===== src/sv/scds_pkg.sv =====
// ----------------------------------------------------------------------------
// scds_pkg
// Shared constants and types for the sorted chord dictionary search block.
// ----------------------------------------------------------------------------
`default_nettype none

package scds_pkg;

    localparam int MAX_ENTRIES  = 1024;
    localparam int STROKE_SLOTS = 16;

    localparam int ENTRY_W  = $clog2(MAX_ENTRIES);
    localparam int SLOT_W   = 5;
    localparam int ADDR_W   = ENTRY_W + SLOT_W;
    localparam int WORD_W   = 32;
    localparam int KIDX_W   = $clog2(STROKE_SLOTS);
    localparam int LEN_W    = 5;
    localparam int TOTAL_W  = 11;
    localparam int SPE_W    = 5;

    localparam logic [SLOT_W-1:0] OFFSET_SLOT = SLOT_W'(STROKE_SLOTS);

    localparam logic ACT_WRITE  = 1'b0;
    localparam logic ACT_STROKE = 1'b1;

    localparam logic CFG_STROKES = 1'b0;
    localparam logic CFG_ENTRIES = 1'b1;

    localparam int S_DATA_W = 80;
    localparam int M_DATA_W = 40;

    typedef struct packed {
        logic              clear;
        logic              valid;
        logic [KIDX_W-1:0] idx;
    } cmp_ctrl_t;

    typedef struct packed {
        logic full_lt;
        logic full_gt;
        logic pre_ge;
        logic pre_eq;
        logic ext_nz;
    } cmp_res_t;

endpackage

`default_nettype wire


===== src/sv/scds_cmp.sv =====
// ----------------------------------------------------------------------------
// scds_cmp
// Shared stroke compare unit: takes one entry word a cycle and builds the
// full-key and prefix orderings of the entry under probe.
// ----------------------------------------------------------------------------
`default_nettype none

module scds_cmp
(
    input  wire logic                         clk,
    input  wire logic                         rst_n,
    input  wire scds_pkg::cmp_ctrl_t          ctrl,
    input  wire logic [scds_pkg::WORD_W-1:0]  word,
    input  wire logic [scds_pkg::WORD_W-1:0]  key_word,
    input  wire logic [scds_pkg::LEN_W-1:0]   count,
    output scds_pkg::cmp_res_t                res
);
    import scds_pkg::*;

    logic              diff_reg, diff_next;
    logic              key_lt_reg, key_lt_next;
    logic [LEN_W-1:0]  diff_idx_reg, diff_idx_next;
    logic [LEN_W-1:0]  elen_reg, elen_next;
    logic              ext_nz_reg, ext_nz_next;
    logic [LEN_W-1:0]  idx_ext;
    logic [LEN_W-1:0]  n_cmp;
    logic              diff_in;

    assign idx_ext = LEN_W'(ctrl.idx);

    always_comb
    begin
        diff_next     = diff_reg;
        key_lt_next   = key_lt_reg;
        diff_idx_next = diff_idx_reg;
        elen_next     = elen_reg;
        ext_nz_next   = ext_nz_reg;
        if (ctrl.clear)
        begin
            diff_next   = 1'b0;
            key_lt_next = 1'b0;
            diff_idx_next = '0;
            elen_next   = '0;
            ext_nz_next = 1'b0;
        end
        else if (ctrl.valid)
        begin
            // record only the first differing stroke within the key
            if (!diff_reg && idx_ext < count && word != key_word)
            begin
                diff_next     = 1'b1;
                key_lt_next   = key_word < word;
                diff_idx_next = idx_ext;
            end
            if (word != '0)
            begin
                elen_next = idx_ext + LEN_W'(1);
            end
            if (idx_ext == count && word != '0)
            begin
                ext_nz_next = 1'b1;
            end
        end
    end

    always_ff @(posedge clk or negedge rst_n)
    begin
        if (!rst_n)
        begin
            diff_reg     <= 1'b0;
            key_lt_reg   <= 1'b0;
            diff_idx_reg <= '0;
            elen_reg     <= '0;
            ext_nz_reg   <= 1'b0;
        end
        else
        begin
            diff_reg     <= diff_next;
            key_lt_reg   <= key_lt_next;
            diff_idx_reg <= diff_idx_next;
            elen_reg     <= elen_next;
            ext_nz_reg   <= ext_nz_next;
        end
    end

    assign n_cmp   = (count < elen_reg) ? count : elen_reg;
    assign diff_in = diff_reg && (diff_idx_reg < n_cmp);

    always_comb
    begin
        res.full_lt = diff_in ? key_lt_reg  : (count < elen_reg);
        res.full_gt = diff_in ? !key_lt_reg : (count > elen_reg);
        res.pre_ge  = !(diff_reg && !key_lt_reg);
        res.pre_eq  = !diff_reg;
        res.ext_nz  = ext_nz_reg;
    end

endmodule

`default_nettype wire


===== config.mk =====
export PLATFORM = sky130hd
export DESIGN_NAME = scds_cmp
export DESIGN_NICKNAME = d
export VERILOG_FILES = /design/src/sv/scds_pkg.sv /design/src/sv/scds_cmp.sv
export SDC_FILE = /design/constraint.sdc
export NUM_CORES = 1
export LEC_CHECK = 0
export ABC_AREA = 1
export BUFFER_PORTS_ARGS = -buffer_cell sky130_fd_sc_hd__clkbuf_2
export CAP_MARGIN = 15
export CORE_MARGIN = 5
export CORE_UTILIZATION = 44
export CTS_BUF_LIST = sky130_fd_sc_hd__clkbuf_4 sky130_fd_sc_hd__clkbuf_8 sky130_fd_sc_hd__clkbuf_16
export DETAILED_ROUTE_END_ITERATION = 6
export PLACE_DENSITY_LB_ADDON = 0.05
export SLEW_MARGIN = 30
export SYNTH_ARGS = -nofsm -noshare
export SYNTH_HDL_FRONTEND = slang
export SYNTH_SLANG_ARGS = --single-unit

===== constraint.sdc =====
create_clock -name clk -period 2.4 [get_ports clk]
set_input_delay 0.36 -clock clk [delete_from_list [all_inputs] [get_ports clk]]
set_output_delay 0.36 -clock clk [all_outputs]
set_load 0.005 [all_outputs]

; Word level (Yosys, flattened, before mapping)
; Index checks and enable logic that the tools add are counted.
; Widths: inputs -> output; s select.
[totals]
register_bits = 13
wordCells = 47
inputBits = 77
out_inout_bits = 5
[op_classes]
eq_ne = 2
magnitude_cmp = 5
add_sub_neg = 1
n_mux = 18
reduce_logical = 16
[op_table]
columns = cell, n
row1 = $mux 5, 7
row2 = $lt 32x32->1, 1
row3 = $ne 32x32->1, 1
row4 = $reduce_bool 32->1, 1
row5 = $mux 1, 11
row6 = $lt 5x5->1, 2
row7 = $reduce_bool 2->1, 4
row8 = $reduce_and 2->1, 3
row9 = $add 4x1->5 const B, 1
row10 = $eq 4x5->1, 1
row11 = $gt 5x5->1, 1
row12 = $logic_and 1x1->1, 5
row13 = $lt 4x5->1, 1
row14 = $logic_not 1->1, 3

; Logic depth before layout (Yosys ltp)
[depth]
ltp_word = 6
depth_mapped = 15

; Least setup slack after synthesis
; Ideal clock, no wire load.
[synth_path]
path_type = reg-to-output
startpoint = register elen_reg[4]
endpoint = output port res[4] in the netlist's numbering
setup_slack_ns = 0.072
t_required_ns = 2.040
path_stages_with_launch = 16
t_arrival_ns = 1.968
cell_sequence = dfrtp_1 inv_1 ha_1 nand2_2 inv_1 nand2_2 nand3_4 nand2_1 o21ai_0 ha_1 a21oi_1 nor2_1 nor2_2 nand2_1 nand2_1 nand2_1
[synth_lines]
columns = item, line_no
row1 = from (decl), scds_cmp.sv:23  ; logic [LEN_W-1:0] elen_reg, elen_next;
row2 = from (signal assigned), scds_cmp.sv:81  ; elen_reg <= elen_next;
row3 = to (decl), scds_cmp.sv:16  ; output scds_pkg::cmp_res_t res

==> summary.md <==
| Metric | Value |
|---|---|
| WP data arrival | 2.32 ns |
| Element type at the critical path end | output port |
| CTS tree | yes |
| Area share of fa/ha/maj cells after synthesis | 30.1% |
| Overflow left after global routing | 0 |
| CTS root buf | clkbuf_8 |
| Initial antenna violation count | 0 |
| DR vias | 2031 |
| Cell area after synthesis | 1870 um2 |
| Max Slew Vio Count | 0 |
| Synthesis Warnings | 0 |
| Synth Area in XOR/XNOR | 0% |
| Relative slew slack | 79.4% |
| Leakage | 1.52 nW |
| H-tree levels | 1 |
| Part of the cycle the worst path needs | 112% |
| Sequential share of the synthesized area | 16.0% |
| Logic pwr share | 46.7% |
| Hold Fails Final Rpt | 0 |
| Sw Pwr | 0.290 mW |
| Element type at the critical path start | flop |
| Yosys reg bits | 12 |
| Setup Skew | 0.000304 ns |
| Syn avg cell area | 6.74 um2 |
| Max VDD drop | 0.310 mV |
| Tot Pwr | 0.834 mW |
| WS Path Type | reg -> out |
| Initial core utilization | 46.2% |
| Failing checks | negative setup slack |
| Simple-Gate Fraction of Synth Area | 28.1% |
| Hold Path Class | in -> async |
| DR DRC count | 0 |
| Post-place instance area | 2410 um2 |
| DRT antenna net count | 0 |
| Pwr Density | 329 nW/um2 |
| Synthesized Nets | 400 |
| Detailed Routing Iterations Pass 1 | 4 |
| Mux share of post-synthesis cell area | 0% |
| Detailed router's first-iteration violation count | 35 |
| Max FFs per register | 5 |
| Worst Path Max Fanout | 8 |
| I/O pin count | 82 |
| Setup Viol. Count Final | 2 |
| Int Power | 0.545 mW |
| Max_cap viols | 0 |
| Fin crit period | 2.68 ns |
| Die Span X | 75.2 um |
| Port bufs | 81 |
| Switching Share | 34.7% |
| Final Cell Area | 2540 um2 |
| Fmax | 373 MHz |
| Clk buf depth | 2 |
| Clock share of power | 26.1% |
| Total track usage | 18.5% |
| Core area | 4060 um2 |
| Status | complete, but fails checks |
| Die ar. | 5660 um2 |
| RSZ-0062 raised after global routing | true |
| Die height | 75.2 um |
| FP Rows | 23 |
| Nets | 499 |
| Pre-CTS setup slack | -0.156 ns |
| Routed length per placed instance | 11.2 um |
| Post-route setup slack | -0.279 ns |
| Synth Area in Compound Gates | 13.0% |
| Largest family of logic cells by synthesized area | adder cells |
| Largest net degree at the start of global routing | 13 |
| Layout area overhead | 35.6% |
| Mapped Cells | 278 |
| Seq pwr share | 27.1% |
| Req. time, crit path | 2.04 ns |
| Vias in the first global route | 2024 |
| Unique masters post-synth | 25 |
| Clk slew on worst S/H paths | 0.05 ns |
| Share of layout cells above drive strength 1 | 35.4% |
| CTS buffer count | 3 |
| Drt via density | 4.77 |
| First-pass GRT wire length | 8250 um |
| Total Wirelength | 4790 um |
| GPL Wtd Cong | 0.849 |
| Worst-Margin Slew | 0.309 ns |
| N_diodes | 0 |
| Worst-skew pair later-pin latency | 0.24 ns |
| Final core utilization | 62.6% |
| Dpl hpwl | 4290 um |
| Setup TNS | -0.553 ns |
| Clock sinks | 12 |
## Yosys cell counts
cell	count	area share, %
a21oi_1	24	6.4
a21oi_2	1	0.47
a31o_2	1	0.47
buf_4	1	0.40
dfrtp_1	12	16
ha_1	45	30
inv_1	51	10
inv_2	11	2.2
nand2_1	55	11
nand2_2	5	1.7
nand2_4	1	0.60
nand3_1	13	3.5
nand3_2	1	0.53
nand3_4	1	0.94
nand4_1	14	4.7
nor2_1	20	4.0
nor2_2	1	0.33
nor2_4	1	0.60
nor3_1	1	0.27
o2111ai_1	1	0.47
o211ai_1	1	0.40
o21ai_0	12	3.2
o21ai_1	3	0.80
o21bai_1	1	0.40
o22ai_1	1	0.33
## layout make-up
class | instances | area, um2
Clock buffer | 4 | 55.1
Multi-Input combinational cell | 203 | 1380
Inverter | 62 | 233
Fill cell | 400 | 1520
Timing Repair Buffer | 95 | 510
Sequential cell | 12 | 300
Tap cell | 50 | 62.6
## stage by stage
| stage | instances | hold slack (ns) |
|---|---|---|
| CTS | 426 | 0.00885 |
| global route | 426 | 0.0243 |
| floorplan | 278 | 0.0644 |
| global placement | 418 | 0.266 |
| detailed placement | 418 | 0.265 |
| finish | 426 | 0.000185 |
## worst paths after layout
check	to	startpoint	slack, ns	cells past startpoint
min in group clk	ext_nz_reg	ctrl[5]	0.37	2
max in group asynchronous	diff_idx_reg[0]	rst_n	2.17	1
worst min-delay path	elen_reg[3]	rst_n	0.0002	1
worst max-delay path	res[4]	elen_reg[3]	-0.28	16
worst min register to register	diff_idx_reg[1]	diff_idx_reg[1]	0.50	2
worst max register to register	diff_idx_reg[3]	diff_reg	1.09	9
## cell families (layout without fill, tap and decap cells)
| family | after synthesis | count (layout) |
|---|---|---|
| buffers and inverters | 63 | 161 |
| AND/OR/NAND/NOR | 113 | 113 |
| adder cells (fa/ha/maj) | 45 | 45 |
| AO/OA/AOI/OAI | 45 | 45 |
| flip-flops | 12 | 12 |
## critical path, cell delays in order (launching register included)
cell and delay, ns:
dfrtp_1 0.34, inv_2 0.04, ha_1 0.33, nand2_4 0.07, nor2_4 0.11, nand2_2 0.08
nand3_4 0.11, nand2_1 0.06, o21ai_1 0.08, ha_1 0.26, a21oi_2 0.15, nor2_2 0.06
nor2_2 0.11, nand2_1 0.08, nand2_1 0.06, nand2_1 0.04, clkbuf_2 0.10
## layout by cell type, fill, tap and decap left out, types with 3 or more instances in the layout
master    synthesis  final
a21oi_1          24     23
buf_4             1     14
clkbuf_2          0     81
clkbuf_8          0      4
dfrtp_1          12     12
ha_1             45     43
inv_1            51     47
inv_2            11     15
nand2_1          55     54
nand2_2           5      5
nand3_1          13     12
nand4_1          14     14
nor2_1           20     18
nor2_2            1      3
o21ai_0          12     11
o21ai_1           3      4
## power by group through the flow
stage	registers (mW)	logic [mW]	clock network, mW
2_1_floorplan	0.226	0.218	0
3_3_place_gp	0.229	0.358	0
3_5_place_dp	0.229	0.364	0
4_1_cts	0.226	0.380	0.222
5_1_grt	0.228	0.459	0.234
6_report	0.226	0.390	0.218
## repair_timing
item	CTS	global route
pin swaps	1	7
setup buffers	4	0
gates resized for setup	7	6
hold buffers	0	0
cloned	0	0
setup endpoints to repair	2	2
## per-layer routing
metal  up-vias  wire length [um]  track usage, %  share of wire, %
met4         0                46            3.11              0.96
met2        59              2090            30.5                44
met3         8               322            3.07               6.7
met5         -                 0               0                 0
met1       848              2330            25.9                49
li1       1116                 -               -                 -
No activity file was read; power rests on OpenSTA's default activity.
